## config.mk

```make
export PLATFORM = sky130hd
export DESIGN_NAME = priority_aging_process_scheduler_unit
export DESIGN_NICKNAME = d
export VERILOG_FILES = /design/src/rtl/pas_pkg.sv /design/src/rtl/pas_table.sv /design/src/rtl/pas_slot_alu.sv /design/src/rtl/pas_ctrl.sv /design/src/rtl/priority_aging_process_scheduler_unit.sv
export SDC_FILE = /design/constraint.sdc
export NUM_CORES = 1
export LEC_CHECK = 0
export ABC_AREA = 1
export BUFFER_PORTS_ARGS = -buffer_cell sky130_fd_sc_hd__buf_2
export CAP_MARGIN = 20
export CORE_ASPECT_RATIO = 0.75
export CORE_MARGIN = 5
export CORE_UTILIZATION = 25
export CTS_CLUSTER_SIZE = 8
export DETAILED_ROUTE_END_ITERATION = 8
export GPL_ROUTABILITY_DRIVEN = 0
export PLACE_DENSITY = 0.45
export SLEW_MARGIN = 20
export SYNTH_ARGS = -nofsm -noshare
export SYNTH_HDL_FRONTEND = slang
export SYNTH_SLANG_ARGS = --single-unit
```

## constraint.sdc

```tcl
create_clock -name i_clk -period 7.6 [get_ports i_clk]
set_input_delay 0.38 -clock i_clk [delete_from_list [all_inputs] [get_ports i_clk]]
set_output_delay 0.38 -clock i_clk [all_outputs]
set_load 0.1 [all_outputs]
```

## src/rtl/pas_pkg.sv

```systemverilog
package pas_pkg;

    localparam int TABLE_SLOTS = 16;
    localparam int SLOT_W      = $clog2(TABLE_SLOTS);

    // Field widths of the ports
    localparam int MODE_W   = 3;
    localparam int STATUS_W = 3;
    localparam int OSLOT_W  = 6;
    localparam int ID_W     = 16;
    localparam int CODE_W   = 32;
    localparam int PRIO_W   = 8;
    localparam int WAIT_W   = 16;
    localparam int LIFE_W   = 3;
    localparam int CFG_IDX_W  = 2;
    localparam int CFG_DATA_W = 16;

    // Lifecycle codes
    localparam logic [LIFE_W-1:0] LS_UNUSED   = 3'd0;
    localparam logic [LIFE_W-1:0] LS_RUNNABLE = 3'd3;
    localparam logic [LIFE_W-1:0] LS_RUNNING  = 3'd4;
    localparam logic [LIFE_W-1:0] LS_ZOMBIE   = 3'd5;

    // Event codes
    localparam logic [MODE_W-1:0] MD_CREATE   = 3'd0;
    localparam logic [MODE_W-1:0] MD_SCHEDULE = 3'd1;
    localparam logic [MODE_W-1:0] MD_YIELD    = 3'd2;
    localparam logic [MODE_W-1:0] MD_EXIT     = 3'd3;
    localparam logic [MODE_W-1:0] MD_AGING    = 3'd4;
    localparam logic [MODE_W-1:0] MD_REAP     = 3'd5;

    // Result status codes
    localparam logic [STATUS_W-1:0] ST_OK            = 3'd0;
    localparam logic [STATUS_W-1:0] ST_FULL          = 3'd1;
    localparam logic [STATUS_W-1:0] ST_NONE_RUNNABLE = 3'd2;
    localparam logic [STATUS_W-1:0] ST_NO_CURRENT    = 3'd3;
    localparam logic [STATUS_W-1:0] ST_NO_CHILDREN   = 3'd4;
    localparam logic [STATUS_W-1:0] ST_NONE_EXITED   = 3'd5;
    localparam logic [STATUS_W-1:0] ST_BUSY          = 3'd6;

    // Configuration register indexes
    localparam logic [CFG_IDX_W-1:0] CFG_DEFAULT_PRIO = 2'd0;
    localparam logic [CFG_IDX_W-1:0] CFG_MAX_PRIO     = 2'd1;
    localparam logic [CFG_IDX_W-1:0] CFG_AGING_THR    = 2'd2;
    localparam logic [CFG_IDX_W-1:0] CFG_PRIO_STEP    = 2'd3;

    localparam logic [PRIO_W-1:0] RST_DEFAULT_PRIO = 8'd10;
    localparam logic [PRIO_W-1:0] RST_MAX_PRIO     = 8'd255;
    localparam logic [WAIT_W-1:0] RST_AGING_THR    = 16'd10;
    localparam logic [PRIO_W-1:0] RST_PRIO_STEP    = 8'd1;
    localparam logic [ID_W-1:0]   RST_NEXT_ID      = 16'd1;

    typedef struct packed {
        logic [LIFE_W-1:0] life;
        logic [PRIO_W-1:0] prio;
        logic [WAIT_W-1:0] wait_cnt;
        logic [ID_W-1:0]   ident;
        logic [CODE_W-1:0] code;
    } t_slot;

    typedef struct packed {
        logic              en;
        logic [SLOT_W-1:0] addr;
        t_slot             data;
    } t_tbl_wr;

    typedef struct packed {
        logic [PRIO_W-1:0] default_prio;
        logic [PRIO_W-1:0] max_prio;
        logic [WAIT_W-1:0] aging_thr;
        logic [PRIO_W-1:0] prio_step;
    } t_cfg;

    // Per-slot verdict of the shared slot unit
    typedef struct packed {
        logic  hit;
        logic  in_use;
        logic  upd;
        t_slot aged;
    } t_alu_res;

endpackage

```

## src/rtl/pas_table.sv

```systemverilog
module pas_table (
    input  logic                        i_clk,
    input  logic                        i_rst_n,
    input  logic [pas_pkg::SLOT_W-1:0]  i_rd_addr,
    output pas_pkg::t_slot              o_rd,
    input  pas_pkg::t_tbl_wr            i_wr
);
    import pas_pkg::*;

    logic [LIFE_W-1:0] r_life [TABLE_SLOTS];
    logic [PRIO_W-1:0] r_prio [TABLE_SLOTS];
    logic [WAIT_W-1:0] r_wait [TABLE_SLOTS];
    logic [ID_W-1:0]   r_id   [TABLE_SLOTS];
    logic [CODE_W-1:0] r_code [TABLE_SLOTS];

    // Only the lifecycle field is reset; the other fields are written by any table write.
    always_ff @(posedge i_clk) begin
        if (!i_rst_n) begin
            for (int i = 0; i < TABLE_SLOTS; i++) begin
                r_life[i] <= LS_UNUSED;
            end
        end else if (i_wr.en) begin
            r_life[i_wr.addr] <= i_wr.data.life;
        end
    end

    always_ff @(posedge i_clk) begin
        if (i_wr.en) begin
            r_prio[i_wr.addr] <= i_wr.data.prio;
            r_wait[i_wr.addr] <= i_wr.data.wait_cnt;
            r_id[i_wr.addr]   <= i_wr.data.ident;
            r_code[i_wr.addr] <= i_wr.data.code;
        end
    end

    always_comb begin
        o_rd.life     = r_life[i_rd_addr];
        o_rd.prio     = r_prio[i_rd_addr];
        o_rd.wait_cnt = r_wait[i_rd_addr];
        o_rd.ident    = r_id[i_rd_addr];
        o_rd.code     = r_code[i_rd_addr];
    end

endmodule

```

## src/rtl/pas_slot_alu.sv

```systemverilog
module pas_slot_alu (
    input  logic [pas_pkg::MODE_W-1:0]  i_mode,
    input  logic [pas_pkg::SLOT_W-1:0]  i_idx,
    input  logic [pas_pkg::SLOT_W-1:0]  i_cur_slot,
    input  pas_pkg::t_slot              i_slot,
    input  logic                        i_found,
    input  logic [pas_pkg::PRIO_W-1:0]  i_best_prio,
    input  logic [pas_pkg::WAIT_W-1:0]  i_best_wait,
    input  pas_pkg::t_cfg               i_cfg,
    output pas_pkg::t_alu_res           o_res
);
    import pas_pkg::*;

    logic [WAIT_W-1:0] w_inc;
    logic              w_boost;
    logic [PRIO_W:0]   w_psum;
    logic              w_better;

    // Aging: saturating tick, then boost clamped at the ceiling.
    assign w_inc   = i_slot.wait_cnt + WAIT_W'(i_slot.wait_cnt != '1);
    assign w_boost = (w_inc >= i_cfg.aging_thr) && (i_slot.prio < i_cfg.max_prio);
    assign w_psum  = {1'b0, i_slot.prio} + {1'b0, i_cfg.prio_step};

    assign w_better = !i_found || (i_slot.prio > i_best_prio) ||
                      ((i_slot.prio == i_best_prio) && (i_slot.wait_cnt > i_best_wait));

    always_comb begin
        o_res        = '0;
        o_res.in_use = (i_slot.life != LS_UNUSED);
        o_res.aged   = i_slot;
        if (w_boost) begin
            o_res.aged.prio     = (w_psum > {1'b0, i_cfg.max_prio}) ?
                                  i_cfg.max_prio : w_psum[PRIO_W-1:0];
            o_res.aged.wait_cnt = '0;
        end else begin
            o_res.aged.wait_cnt = w_inc;
        end
        unique case (i_mode)
            MD_CREATE:   o_res.hit = (i_slot.life == LS_UNUSED) && !i_found;
            MD_SCHEDULE: o_res.hit = (i_slot.life == LS_RUNNABLE) && w_better;
            MD_YIELD:    o_res.hit = (i_idx == i_cur_slot);
            MD_EXIT:     o_res.hit = (i_idx == i_cur_slot);
            MD_AGING:    o_res.upd = (i_slot.life == LS_RUNNABLE);
            MD_REAP:     o_res.hit = (i_slot.life == LS_ZOMBIE) && !i_found;
            default:     o_res.hit = 1'b0;
        endcase
    end

endmodule

```

## src/rtl/pas_ctrl.sv

```systemverilog
module pas_ctrl (
    input  logic                          i_clk,
    input  logic                          i_rst_n,
    input  logic                          i_in_valid,
    output logic                          o_in_ready,
    input  logic [pas_pkg::MODE_W-1:0]    i_mode,
    input  logic [pas_pkg::CODE_W-1:0]    i_exit_code,
    output logic                          o_out_valid,
    input  logic                          i_out_ready,
    output logic [pas_pkg::STATUS_W-1:0]  o_status,
    output logic [pas_pkg::OSLOT_W-1:0]   o_slot,
    output logic [pas_pkg::ID_W-1:0]      o_task_id,
    output logic [pas_pkg::CODE_W-1:0]    o_reaped_code,
    input  pas_pkg::t_cfg                 i_cfg,
    output logic [pas_pkg::SLOT_W-1:0]    o_rd_addr,
    input  pas_pkg::t_slot                i_rd,
    output pas_pkg::t_tbl_wr              o_wr
);
    import pas_pkg::*;

    localparam logic [1:0] S_IDLE  = 2'd0;
    localparam logic [1:0] S_SWEEP = 2'd1;
    localparam logic [1:0] S_WRITE = 2'd2;
    localparam logic [SLOT_W-1:0] LAST_IDX = SLOT_W'(TABLE_SLOTS - 1);

    logic [1:0]          r_state,     n_state;
    logic [MODE_W-1:0]   r_mode,      n_mode;
    logic [CODE_W-1:0]   r_code,      n_code;
    logic [SLOT_W-1:0]   r_idx,       n_idx;
    logic                r_found,     n_found;
    logic                r_kids,      n_kids;
    logic [SLOT_W-1:0]   r_best,      n_best;
    t_slot               r_best_slot, n_best_slot;
    logic                r_cur_valid, n_cur_valid;
    logic [SLOT_W-1:0]   r_cur_slot,  n_cur_slot;
    logic [ID_W-1:0]     r_next_id,   n_next_id;
    logic                r_out_valid, n_out_valid;
    logic [STATUS_W-1:0] r_status,    n_status;
    logic [OSLOT_W-1:0]  r_oslot,     n_oslot;
    logic [ID_W-1:0]     r_oid,       n_oid;
    logic [CODE_W-1:0]   r_ocode,     n_ocode;

    t_alu_res w_alu;

    pas_slot_alu u_alu (
        .i_mode      (r_mode),
        .i_idx       (r_idx),
        .i_cur_slot  (r_cur_slot),
        .i_slot      (i_rd),
        .i_found     (r_found),
        .i_best_prio (r_best_slot.prio),
        .i_best_wait (r_best_slot.wait_cnt),
        .i_cfg       (i_cfg),
        .o_res       (w_alu)
    );

    assign o_in_ready    = (r_state == S_IDLE);
    assign o_rd_addr     = r_idx;
    assign o_out_valid   = r_out_valid;
    assign o_status      = r_status;
    assign o_slot        = r_oslot;
    assign o_task_id     = r_oid;
    assign o_reaped_code = r_ocode;

    always_comb begin
        n_state     = r_state;
        n_mode      = r_mode;
        n_code      = r_code;
        n_idx       = r_idx;
        n_found     = r_found;
        n_kids      = r_kids;
        n_best      = r_best;
        n_best_slot = r_best_slot;
        n_cur_valid = r_cur_valid;
        n_cur_slot  = r_cur_slot;
        n_next_id   = r_next_id;
        n_out_valid = r_out_valid && !i_out_ready;
        n_status    = r_status;
        n_oslot     = r_oslot;
        n_oid       = r_oid;
        n_ocode     = r_ocode;
        o_wr        = '0;
        o_wr.addr   = r_idx;
        o_wr.data   = w_alu.aged;

        unique case (r_state)
            S_IDLE: begin
                if (i_in_valid) begin
                    n_mode  = i_mode;
                    n_code  = i_exit_code;
                    n_idx   = '0;
                    n_found = 1'b0;
                    n_kids  = 1'b0;
                    n_state = S_SWEEP;
                end
            end
            S_SWEEP: begin
                if (w_alu.hit) begin
                    n_found     = 1'b1;
                    n_best      = r_idx;
                    n_best_slot = i_rd;
                end
                if (w_alu.in_use) begin
                    n_kids = 1'b1;
                end
                o_wr.en = w_alu.upd;
                if (r_idx == LAST_IDX) begin
                    n_state = S_WRITE;
                end else begin
                    n_idx = r_idx + SLOT_W'(1);
                end
            end
            S_WRITE: begin
                if (!r_out_valid || i_out_ready) begin
                    n_out_valid = 1'b1;
                    n_status    = ST_OK;
                    n_oslot     = '0;
                    n_oid       = '0;
                    n_ocode     = '0;
                    o_wr.addr   = r_best;
                    o_wr.data   = r_best_slot;
                    n_state     = S_IDLE;
                    unique case (r_mode) inside
                        MD_CREATE: begin
                            if (r_found) begin
                                o_wr.en            = 1'b1;
                                o_wr.data.life     = LS_RUNNABLE;
                                o_wr.data.prio     = i_cfg.default_prio;
                                o_wr.data.wait_cnt = '0;
                                o_wr.data.ident    = r_next_id;
                                o_wr.data.code     = '0;
                                n_oslot            = OSLOT_W'(r_best);
                                n_oid              = r_next_id;
                                n_next_id          = r_next_id + ID_W'(1);
                            end else begin
                                n_status = ST_FULL;
                            end
                        end
                        MD_SCHEDULE: begin
                            if (r_cur_valid) begin
                                n_status = ST_BUSY;
                            end else if (r_found) begin
                                o_wr.en            = 1'b1;
                                o_wr.data.life     = LS_RUNNING;
                                o_wr.data.wait_cnt = '0;
                                n_cur_valid        = 1'b1;
                                n_cur_slot         = r_best;
                                n_oslot            = OSLOT_W'(r_best);
                                n_oid              = r_best_slot.ident;
                            end else begin
                                n_status = ST_NONE_RUNNABLE;
                            end
                        end
                        MD_YIELD, MD_EXIT: begin
                            if (r_cur_valid) begin
                                o_wr.en = 1'b1;
                                if (r_mode == MD_EXIT) begin
                                    o_wr.data.life = LS_ZOMBIE;
                                    o_wr.data.code = r_code;
                                end else begin
                                    o_wr.data.life = LS_RUNNABLE;
                                end
                                n_cur_valid = 1'b0;
                                n_oslot     = OSLOT_W'(r_best);
                                n_oid       = r_best_slot.ident;
                            end else begin
                                n_status = ST_NO_CURRENT;
                            end
                        end
                        MD_REAP: begin
                            if (r_found) begin
                                o_wr.en         = 1'b1;
                                o_wr.data.life  = LS_UNUSED;
                                o_wr.data.ident = '0;
                                o_wr.data.code  = '0;
                                n_oslot         = OSLOT_W'(r_best);
                                n_oid           = r_best_slot.ident;
                                n_ocode         = r_best_slot.code;
                            end else begin
                                n_status = r_kids ? ST_NONE_EXITED : ST_NO_CHILDREN;
                            end
                        end
                        default: n_status = ST_OK;
                    endcase
                end
            end
            default: n_state = S_IDLE;
        endcase
    end

    always_ff @(posedge i_clk) begin
        if (!i_rst_n) begin
            r_state     <= S_IDLE;
            r_cur_valid <= 1'b0;
            r_cur_slot  <= '0;
            r_next_id   <= RST_NEXT_ID;
            r_out_valid <= 1'b0;
            r_found     <= 1'b0;
            r_kids      <= 1'b0;
            r_idx       <= '0;
        end else begin
            r_state     <= n_state;
            r_cur_valid <= n_cur_valid;
            r_cur_slot  <= n_cur_slot;
            r_next_id   <= n_next_id;
            r_out_valid <= n_out_valid;
            r_found     <= n_found;
            r_kids      <= n_kids;
            r_idx       <= n_idx;
        end
    end

    always_ff @(posedge i_clk) begin
        r_mode      <= n_mode;
        r_code      <= n_code;
        r_best      <= n_best;
        r_best_slot <= n_best_slot;
        r_status    <= n_status;
        r_oslot     <= n_oslot;
        r_oid       <= n_oid;
        r_ocode     <= n_ocode;
    end

    a_accept_starts_sweep: assert property (@(posedge i_clk) disable iff (!i_rst_n)
        (i_in_valid && o_in_ready) |=> (r_state == S_SWEEP && r_idx == '0))
        else $error("accepted word did not start a sweep at slot zero");

    a_sweep_advances: assert property (@(posedge i_clk) disable iff (!i_rst_n)
        (r_state == S_SWEEP && r_idx != LAST_IDX) |=>
        (r_state == S_SWEEP && r_idx == $past(r_idx) + SLOT_W'(1)))
        else $error("sweep index skipped or stalled");

    a_sweep_write_aging: assert property (@(posedge i_clk) disable iff (!i_rst_n)
        (r_state == S_SWEEP && o_wr.en) |-> (r_mode == MD_AGING))
        else $error("table written during a non-aging sweep");

    a_current_from_schedule: assert property (@(posedge i_clk) disable iff (!i_rst_n)
        $rose(r_cur_valid) |-> ($past(r_mode) == MD_SCHEDULE && $past(r_state) == S_WRITE))
        else $error("current task set outside a schedule write-back");

endmodule

```

## src/rtl/priority_aging_process_scheduler_unit.sv

```systemverilog
// Flow: an accepted word runs a sweep over every slot of the table, then a write-back state
//   writes any chosen slot and loads the output register once the previous result is taken.
// Words are taken only while idle, one event at a time, as the single table read port
//   is walked once per event by the slot unit; a new word is taken while a result waits.
// Reset (synchronous, active low): all slots unused, no current task, next id one,
//   configuration registers to their defaults, output empty.
module priority_aging_process_scheduler_unit (
    input  logic                              i_clk,
    input  logic                              i_rst_n,
    // event channel
    input  logic                              i_in_valid,
    output logic                              o_in_ready,
    input  logic [pas_pkg::MODE_W-1:0]        i_mode,
    input  logic signed [pas_pkg::CODE_W-1:0] i_exit_code,
    // result channel
    output logic                              o_out_valid,
    input  logic                              i_out_ready,
    output logic [pas_pkg::STATUS_W-1:0]      o_status,
    output logic [pas_pkg::OSLOT_W-1:0]       o_slot,
    output logic [pas_pkg::ID_W-1:0]          o_task_id,
    output logic signed [pas_pkg::CODE_W-1:0] o_reaped_code,
    // configuration write channel
    input  logic                              i_cfg_valid,
    output logic                              o_cfg_ready,
    input  logic [pas_pkg::CFG_IDX_W-1:0]     i_cfg_index,
    input  logic [pas_pkg::CFG_DATA_W-1:0]    i_cfg_data
);
    import pas_pkg::*;

    // Configuration registers; always writable, and the block reads them live, also during an event.
    t_cfg r_cfg, n_cfg;

    logic [SLOT_W-1:0] w_rd_addr;
    t_slot             w_rd;
    t_tbl_wr           w_wr;
    logic [CODE_W-1:0] w_ocode;

    assign o_cfg_ready = 1'b1;

    // Decode a configuration word; narrow registers take the low bits.
    always_comb begin
        n_cfg = r_cfg;
        if (i_cfg_valid) begin
            unique case (i_cfg_index)
                CFG_DEFAULT_PRIO: n_cfg.default_prio = i_cfg_data[PRIO_W-1:0];
                CFG_MAX_PRIO:     n_cfg.max_prio     = i_cfg_data[PRIO_W-1:0];
                CFG_AGING_THR:    n_cfg.aging_thr    = i_cfg_data[WAIT_W-1:0];
                CFG_PRIO_STEP:    n_cfg.prio_step    = i_cfg_data[PRIO_W-1:0];
                default:          n_cfg              = r_cfg;
            endcase
        end
    end

    always_ff @(posedge i_clk) begin
        if (!i_rst_n) begin
            r_cfg.default_prio <= RST_DEFAULT_PRIO;
            r_cfg.max_prio     <= RST_MAX_PRIO;
            r_cfg.aging_thr    <= RST_AGING_THR;
            r_cfg.prio_step    <= RST_PRIO_STEP;
        end else begin
            r_cfg <= n_cfg;
        end
    end

    // Task table: one read port walked by the sweep, one write port.
    pas_table u_table (
        .i_clk     (i_clk),
        .i_rst_n   (i_rst_n),
        .i_rd_addr (w_rd_addr),
        .o_rd      (w_rd),
        .i_wr      (w_wr)
    );

    // Sequencer: latch the event, sweep every slot through the shared slot unit (aging
    // writes during the sweep), then write back any chosen slot and load the output register.
    pas_ctrl u_ctrl (
        .i_clk         (i_clk),
        .i_rst_n       (i_rst_n),
        .i_in_valid    (i_in_valid),
        .o_in_ready    (o_in_ready),
        .i_mode        (i_mode),
        .i_exit_code   (i_exit_code),
        .o_out_valid   (o_out_valid),
        .i_out_ready   (i_out_ready),
        .o_status      (o_status),
        .o_slot        (o_slot),
        .o_task_id     (o_task_id),
        .o_reaped_code (w_ocode),
        .i_cfg         (r_cfg),
        .o_rd_addr     (w_rd_addr),
        .i_rd          (w_rd),
        .o_wr          (w_wr)
    );

    assign o_reaped_code = w_ocode;

endmodule

```

Yosys cells after proc, flatten, opt, wreduce, memory -nomap -nowiden
Memories as Yosys holds them, arrays and structs flattened. A register that Yosys moved wholly into a read port is not among the register bits.
Index checks and enable logic that the tools add are counted.
{ "totals": {"inputBits": 58, "ff_bits": 241, "output_inout_bits": 60, "latch_bits": 0, "ram_bits": 1200, "memories": 5, "wordCells": 176, "rom_bits": 0} }
{ "memory_table": {"columns": ["memory", "depth", "width", "rd", "rd_ports_with_merged_regs", "wr", "line_no", "rtl"], "rows": [
  ["u_table.r_code", 16, 32, 1, 1, 1, "pas_table.sv:14", "logic [CODE_W-1:0] r_code [TABLE_SLOTS];"],
  ["u_table.r_id", 16, 16, 1, 1, 1, "pas_table.sv:13", "logic [ID_W-1:0] r_id [TABLE_SLOTS];"],
  ["u_table.r_wait", 16, 16, 1, 1, 1, "pas_table.sv:12", "logic [WAIT_W-1:0] r_wait [TABLE_SLOTS];"],
  ["u_table.r_prio", 16, 8, 1, 1, 1, "pas_table.sv:11", "logic [PRIO_W-1:0] r_prio [TABLE_SLOTS];"],
  ["u_table.r_life", 16, 3, 1, 1, 16, "pas_table.sv:10", "logic [LIFE_W-1:0] r_life [TABLE_SLOTS];"]
]} }
{ "classes": {"bitwise": 1, "n_mux": 78, "addsub": 4, "n_lt_le_gt_ge": 5, "shift": 0, "eq_ne": 22, "div_mod_pow": 0, "reduce_logical": 37, "multipliers": 0} }
{ "op_table": {"columns": ["cell", "count"], "rows": [
  ["$mux W16", 7],
  ["$pmux W32 S3", 1],
  ["$mux W80", 1],
  ["$mux W79", 1],
  ["$mux W75", 1],
  ["$mux W32", 2],
  ["$pmux W16 S2", 2],
  ["$pmux W16 S4", 1],
  ["$mux W4", 15],
  ["$mux W48", 1],
  ["$mux W3", 8],
  ["$mux W8", 3],
  ["$pmux W3 S4", 2],
  ["$mux W1", 18],
  ["$pmux W6 S3", 1],
  ["$add A16 B1 Y16", 1],
  ["$add A16 B1 Y16 const B", 1],
  ["$ge A16 B16 Y1", 1],
  ["$gt A16 B16 Y1", 1],
  ["$ne A16 B16 Y1 const B", 1],
  ["$reduce_and A2 Y1", 8],
  ["$reduce_and A3 Y1", 5],
  ["$mux W2", 5],
  ["$add A8 B8 Y9", 1],
  ["other kinds (32)", 59]
]} }

Longest topological paths before layout
Gate-level depths: netlist of the first run.
{ "logic_depth": {"ltp_word": 12, "ltp_mapped": 36, "mapped_depth_nobuf": 32} }

Cells and area by module
Synthesis of the first run repeated with hierarchy kept, for this count alone.
{ "hier_totals": {"hier_cells": 6508, "hier_area_um2": 65148.7} }
{ "by_module_without_submodules": {"columns": ["module", "n_inst", "seq_area_each_um2", "area_each_um2", "cells_per_inst"], "rows": [
  ["pas_table", 1, 36034.6, 51963.6, 4948],
  ["pas_ctrl", 1, 5675.4, 8493.1, 809],
  ["pas_slot_alu", 1, 0.0, 3069.2, 513],
  ["priority_aging_process_scheduler_unit", 1, 800.8, 1622.8, 238]
]} }

Least setup slack after synthesis of the first run
Ideal clock, no wire load.
{ "synth_timing": {"kind": "register -> register", "start": "register (tool-made name)", "end": "register u_ctrl.r_best[0] (enable)", "period_less_slack_ps": 6914, "path_stages_with_launch": 25, "arrival_time_ps": 6372, "slack_ps": 686, "path_buffers": 6, "cell_sequence": "dfxtp_1 -> buf_6 -> inv_6 -> buf_12 -> buf_6 -> buf_6 -> buf_2 -> buf_4 -> o21ai_0 -> o22ai_1 -> o211ai_1 -> nand2_1 -> ha_1 -> nand2_1 -> inv_1 -> o21ai_0 -> nand2_1 -> nand2_1 -> nand2_1 -> nand2_1 -> nand2_1 -> a21oi_1 -> nor2_1 -> nor2_1 -> a21oi_1"} }
{ "synth_lines": {"columns": ["element", "line_no", "rtl"], "rows": [
  ["end signal: assignment", "pas_ctrl.sv:216", "r_best <= n_best;"],
  ["end: declaration", "pas_ctrl.sv:32", "logic [SLOT_W-1:0] r_best, n_best;"]
]} }

==> flow_summary_export.csv, run 1 <==
group,metric,value,unit
run_status,status,"finished, final reports clean",
cts,cts_buffer_depth,3,
setup_path,start_kind,"flip-flop",
sta,finalHoldViolCount,0,
setup_path,arrival,6.96,ns
cts,cts_tree,"yes",
finish,seqCellArea,42610,µm²
cts,ctsResizeCount,0,
grt,grt_first_pass_wirelength,264800,µm
setup_path,crit_type,"flip-flop to flip-flop",
cts,cts.clk_slew.worst_paths,0.05,ns
sta,min_period,6.542,ns
cts,clockRootBuffer,"clkbuf_16",
min_path,worstHoldPathType,"input port to flip-flop",
finish,stdcell_area,70060,µm²
die,die_x,572.9,µm
sta,finalMaxSlewViolations,0,
finish,layout.nets,5117,
grt,track_usage,14.26,%
placement,place_hpwl,95270,µm
cts,cts.sinks,1443,
setup_path,cp_slowest_cell,"dfxtp_4",
setup_path,r2r_setup_slack,1.06,ns
synth,synth_cell_types,51,
sta,tns,0,ns
routing,routed_wl,182700,µm
finish,fillers,23964,
sta,fmax,0.1529,GHz
die,io_pins,118,
routing,vias,38961,
run,drv_cap,0,
cts,ctsHoldBuffers,52,
cts,cts_setup_buffers,0,
sta,fin_crit_sh,86.08,%
sta,setup_violations,0,
synth,ys_async_sr_fraction,0,%
min_path,hold_depth,3,
grt,grt_pass1_vias,37695,
setup_path,crit_path_end_kind,"flip-flop",
setup_path,timing.rr.end,"u_table.r_wait[6][10]",
synth,yosysMostFrequentCell,"edfxtp_1",
die,core,237200,µm²
min_path,hold_start,"i_in_valid",
die,initial_utilization,25.05,%
synth,synth-edff-count,1369,
synth,yosys-top-cells-area,"edfxtp_1, o21ai_0, nor2_1",
synth,synth_ff_type,"edfxtp_1",
pwr,p_leak,23.50,nW
grt,grt_max_degree,142,
synth,syn-instance-count,4791,
synth,netlist_top_cells_count,"edfxtp_1, nor2_1, o21ai_0",
routing,post-route-drc-count,0,
placement,placed_cell_area,63780,µm²
sta,maxSlewHeadroom,21.74,%
routing,ant_nets,0,
synth,syn_avg_cell_area,12.40,µm²
setup_path,crit_path_max_incr_delay,0.95,ns
setup_path,rr_worst_depth,30,
pwr,p_per_area,403.0,nW/µm²
sta,max_slew.worst_pin.slew,1.174,ns
routing,wire_per_inst,22.23,µm
finish,area_delta_synth_final,17.92,%
synth,synth-seq-cells,1443,
routing,drt-initial-drc-count,3840,
routing,vias_per_cell,4.739,
routing,drtPass1Iterations,7,
placement,io_buffers,114,
die,die_h,432.2,µm
die,die-area,247600,µm²
cts,htree_levels,4,
synth,yosysWarningCount,0,
synth,synth_area_leader_cell,"edfxtp_1",
sta,clock_skew,0.05249,ns
min_path,hold_path_end,"u_ctrl.r_state[1]",
grt,overflow,0,
die,rows,155,
sta,rsz0062_at_grt,"no",
grt,antenna_found_initial,6,
finish,multi_input_area,14570,µm²
cts,clk-insertion-delay-late,0.81,ns
cts,numCtsBuffers,199,
pwr,vdd_drop_max,0.2581,mV
synth,syn_area,59410,µm²
synth,synth_top_area_share,69.19,%
finish,drive_gt1_share,10.49,%
setup_path,cp_max_fo,81,
setup_path,cp.required,8.02,ns
synth,synth_seq_area_share,71.69,%
==> cells by family after synthesis <==
| logic type | after synthesis | synth area share [%] |
|---|---|---|
| AOI/OAI and AO/OA | 1195 | 12.14 |
| xor gates and xnor gates | 18 | 0.2780 |
| adders and majority gates | 71 | 1.508 |
| buffers and inverters | 563 | 4.083 |
| DFF | 1443 | 71.69 |
| other | 2 | 0.01264 |
| and+or+nand+nor | 1499 | 10.30 |
==> critical path, delay by kind of cell, from the launching register on <==
family          cells  cell delay, ns
simple gates       19            3.11
flops               1            0.95
fa+ha+maj           3            0.75
buf+inv             6            0.91
compound gates      2            0.28
==> stage by stage <==
stage / worst slack, ns / hold slack, ns / total power, mW / instances / util (%)
after floorplan: 0.6858 / 0.4292 / 17.25 / 4792 / -
after global placement: 1.188 / 0.4501 / 20.05 / 7853 / 26.87
after detailed placement: 1.071 / 0.4619 / 20.15 / 7855 / 26.89
after CTS: 1.003 / 0.007121 / 28.37 / 8200 / 29.47
after global routing: 0.4632 / 0.05652 / 29.77 / 8221 / 29.54
final: 1.058 / 0.07236 / 28.23 / 8222 / 29.54
==> how the worst max path moves through the flow <==
stage	startpoint	endpoint	slack, ns
global route	flip-flop	u_table.r_wait[15][15]	0.46
finish	flip-flop	u_table.r_wait[6][10]	1.06
floorplan	flip-flop	u_ctrl.r_best[0]	0.69
detailed placement	flip-flop	u_table.r_wait[1][10]	1.07
CTS	flip-flop	u_table.r_wait[3][10]	1.00
global placement	flip-flop	u_table.r_wait[7][15]	1.19
==> where the power goes <==
| group | switching, mW | internal, mW |
|---|---|---|
| registers | 0.216 | 11.1 |
| logic | 6.67 | 2.09 |
| clock network | 3.28 | 4.83 |
==> cell type report <==
class	count	area share, %
Antenna cell	2	0.007143
Clock buffer	281	7.683
Clock inverter	12	0.2911
Inverter	264	1.477
Multi-Input combinational cell	2786	20.79
Sequential cell	1443	60.81
Tap cell	3140	5.608
Timing Repair Buffer	294	3.329
==> registers in the layout (all words and copies together), names as in the netlist, 16 cells and up, named ones only <==
signal                count
u_table.r_life           48
u_ctrl.o_task_id         16
u_table.r_code          512
r_cfg                    40
u_ctrl.o_reaped_code     32
u_table.r_prio          128
u_ctrl.r_next_id         16
u_ctrl.r_best_slot       75
u_table.r_wait          256
u_table.r_id            256
u_ctrl.r_code            32
==> layer usage <==
layer	share of wire [%]	global-route usage, %
met5	0	0
met4	2.2	3.778
met3	5.7	2.497
met2	44	22.06
met1	48	20.61
==> cell usage in the layout, fill, tap and decap left out, drive strengths merged, types with 7 or more instances in the layout <==
master and instances:
a21oi 91, a22oi 9, a31oi 7, buf 232, clkbuf 291, clkinv 12, dfxtp 74, dlygate4sd3 52
edfxtp 1369, ha 70, inv 264, nand2 438, nand3 218, nand4 20, nor2 807, nor3 10
o211ai 168, o21ai 667, o221ai 175, o22ai 67, xor2 13
Note: power is estimated with default switching activity, not from simulation.
==> run 2, diff against run 1 <==
--- a/config.mk
+++ b/config.mk
@@ -6,5 +6,4 @@
 export NUM_CORES = 1
 export LEC_CHECK = 0
-export ABC_AREA = 1
 export BUFFER_PORTS_ARGS = -buffer_cell sky130_fd_sc_hd__buf_2
 export CAP_MARGIN = 20
==> constraint.sdc (replaced) <==
create_clock -name i_clk -period 7.6 [get_ports i_clk]
set_input_delay 1.52 -clock i_clk [delete_from_list [all_inputs] [get_ports i_clk]]
set_output_delay 1.52 -clock i_clk [all_outputs]
set_load 0.1 [all_outputs]
==> flow_summary_export.csv, run 2 <==
group,metric,value,unit
sta,min_period,6.180,ns
placement,dp.cells,6075,
sta,tns,0,ns
cts,numCtsBuffers,206,
synth,synth_cell_types,61,
synth,yosysMostFrequentCell,"edfxtp_1",
die,die-area,239900,µm²
routing,drtPass1Iterations,5,
setup_path,arrival,6.68,ns
placement,placed_cell_area,62470,µm²
finish,stdcell_area,68000,µm²
cts,ctsHoldBuffers,0,
routing,drt-initial-drc-count,2489,
sta,rsz0062_at_grt,"no",
synth,synth_seq_area_share,74.03,%
die,io_pins,118,
synth,syn-instance-count,2952,
run,drv_cap,0,
routing,post-route-drc-count,0,
sta,maxSlewHeadroom,25.36,%
pwr,p_leak,18.06,nW
finish,layout.nets,3334,
sta,max_slew.worst_pin.slew,1.116,ns
finish,final_cell_mix,"edfxtp_1, mux4_2, clkbuf_16",
finish,regMostFlops,"u_table.r_code",
synth,yosys-top-cells-area,"edfxtp_1, mux4_2, dfxtp_1",
die,die_h,425.4,µm
min_path,hold_depth,2,
routing,vias,29460,
setup_path,start_kind,"flip-flop",
sta,finalHoldViolCount,0,
cts,cts_setup_buffers,0,
synth,netlist_top_cells_count,"edfxtp_1, mux4_2, nor2_1",
sta,fin_crit_sh,81.32,%
cts,cts.sinks,1443,
setup_path,crit_type,"flip-flop to flip-flop",
finish,largest_register_ffs,512,
cts,clk-insertion-delay-late,0.83,ns
run_status,status,"finished, final reports clean",
synth,syn_area,57530,µm²
cts,ctsResizeCount,0,
synth,synth_area_leader_cell,"edfxtp_1",
cts,cts_buffer_depth,4,
setup_path,cp.required,8.10,ns
grt,grt_pass1_vias,30434,
cts,cts.clk_slew.worst_paths,0.05,ns
setup_path,rr_worst_depth,21,
synth,synth-edff-count,1369,
finish,final_common_cell,"edfxtp_1",
sta,clock_skew,0.06302,ns
grt,track_usage,13.11,%
finish,area_delta_synth_final,18.20,%
setup_path,cp_max_fo,24,
grt,grt_max_degree,119,
routing,routed_wl,160000,µm
synth,synth-seq-cells,1443,
finish,drive_gt1_share,25.28,%
sta,fmax,0.1618,GHz
grt,antenna_found_initial,5,
grt,overflow,0,
synth,ys_async_sr_fraction,0,%
synth,synth_top_area_share,71.46,%
synth,yosysWarningCount,0,
die,die_x,563.9,µm
cts,htree_levels,4,
pwr,p_per_area,264.6,nW/µm²
synth,syn_avg_cell_area,19.49,µm²
setup_path,crit_path_end_kind,"flip-flop",
finish,layout.cells.non_filler,6357,
cts,cts_tree,"yes",
pwr,vdd_drop_max,0.2036,mV
die,rows,152,
placement,io_buffers,114,
sta,finalMaxSlewViolations,0,
die,core,229000,µm²
die,initial_utilization,25.12,%
routing,ant_nets,0,
routing,vias_per_cell,4.634,
sta,setup_violations,0,
cts,clockRootBuffer,"clkbuf_16",
finish,biggestRegsByFlops,"u_table.r_code: 512 flops, u_table.r_id: 256 flops, u_table.r_wait: 256 flops",
placement,place_hpwl,85740,µm
synth,synth_ff_type,"edfxtp_1",
grt,grt_first_pass_wirelength,229400,µm
pwr,power.total,17.99,mW
routing,wire_per_inst,25.18,µm
min_path,worstHoldPathType,"flip-flop to flip-flop",
[run 2: cell count changes after synthesis, sizes merged, moves of 66 or more]
cell,before,now
clkbuf,200,106
o22ai,67,1
nand3,218,16
inv,262,70
nor2,807,179
o21ai,667,49
nand2,438,130
o211ai,168,12
mux4,0,361
o221ai,175,1
[run 2: cells by family (layout without fill, tap and decap cells)]
| kind of cell | count (synthesis) | after routing | synth area share, % |
|---|---|---|---|
| multiplexers | 386 | 386 | 14.57 |
| flip-flops | 1443 | 1443 | 74.03 |
| AO/OA/AOI/OAI | 290 | 290 | 3.662 |
| buffers and inverters | 232 | 554 | 1.655 |
| other | 2 | 5 | 0.01305 |
| XOR/XNOR | 37 | 37 | 0.5633 |
| AND/OR/NAND/NOR | 491 | 491 | 3.947 |
| adder cells (fa/ha/maj) | 71 | 71 | 1.557 |
[run 2: critical path: stages (launching register included)]
cell and delay, ns:
dfxtp_4 0.65, buf_12 0.28, mux4_2 0.53, a22oi_1 0.37, nand2_1 0.24, nand4_1 0.22, nor2_1 0.11, nand4_1 0.10
ha_1 0.24, ha_1 0.22, nand3_1 0.13, nand2b_1 0.29, nor2_1 0.18, xor2_1 0.21, ha_1 0.26, nand2_1 0.08
nor2_1 0.05, a211oi_1 0.32, a21o_1 0.18, a221o_1 0.15, buf_4 0.35, a32o_1 0.66
[run 2: worst paths after layout]
kind / startpoint / slack [ns] / end
max: flip-flop / 1.42 / u_table.r_wait[6][14]
max reg2reg: flip-flop / 1.42 / u_table.r_wait[6][14]
min reg2reg: r_cfg[10] / 0.47 / r_cfg[10]
min: r_cfg[10] / 0.47 / r_cfg[10]
[run 2: through the flow]
stage,hold WS [ns],worst slack [ns],utilization (%)
after detailed placement,0.4662,1.086,27.28
after global routing,0.4959,0.9984,29.70
final,0.4706,1.420,29.70
after CTS,0.4758,1.070,29.68
after global placement,0.4580,1.198,27.28
after floorplan,0.4064,1.147,-
[run 2: area by class of cell]
class | instances | area [µm²]
Sequential cell | 1443 | 42610
Antenna cell | 2 | 5.005
Inverter | 70 | 267.8
Clock buffer | 270 | 5395
Tap cell | 3080 | 3854
Fill cell | 22456 | 161000
Clock inverter | 8 | 90.09
Timing Repair Buffer | 206 | 1594
Multi-Input combinational cell | 1278 | 14190
[run 2: routing by layer]
metal | wire length (µm) | part of all wire [%] | GRT usage [%] | up-vias
met2 | 70700 | 44 | 19.58 | 901
met4 | 3072 | 1.9 | 2.987 | 0
met5 | 0 | 0 | 0 | -
li1 | - | - | - | 12537
met3 | 9332 | 5.8 | 2.507 | 230
met1 | 76940 | 48 | 19.67 | 15792
[run 2: power breakdown]
group | switching [mW] | internal, mW
sequential | 0.0467 | 8.81
clock | 3.25 | 4.86
combinational | 0.629 | 0.402
total | 3.93 | 14.1
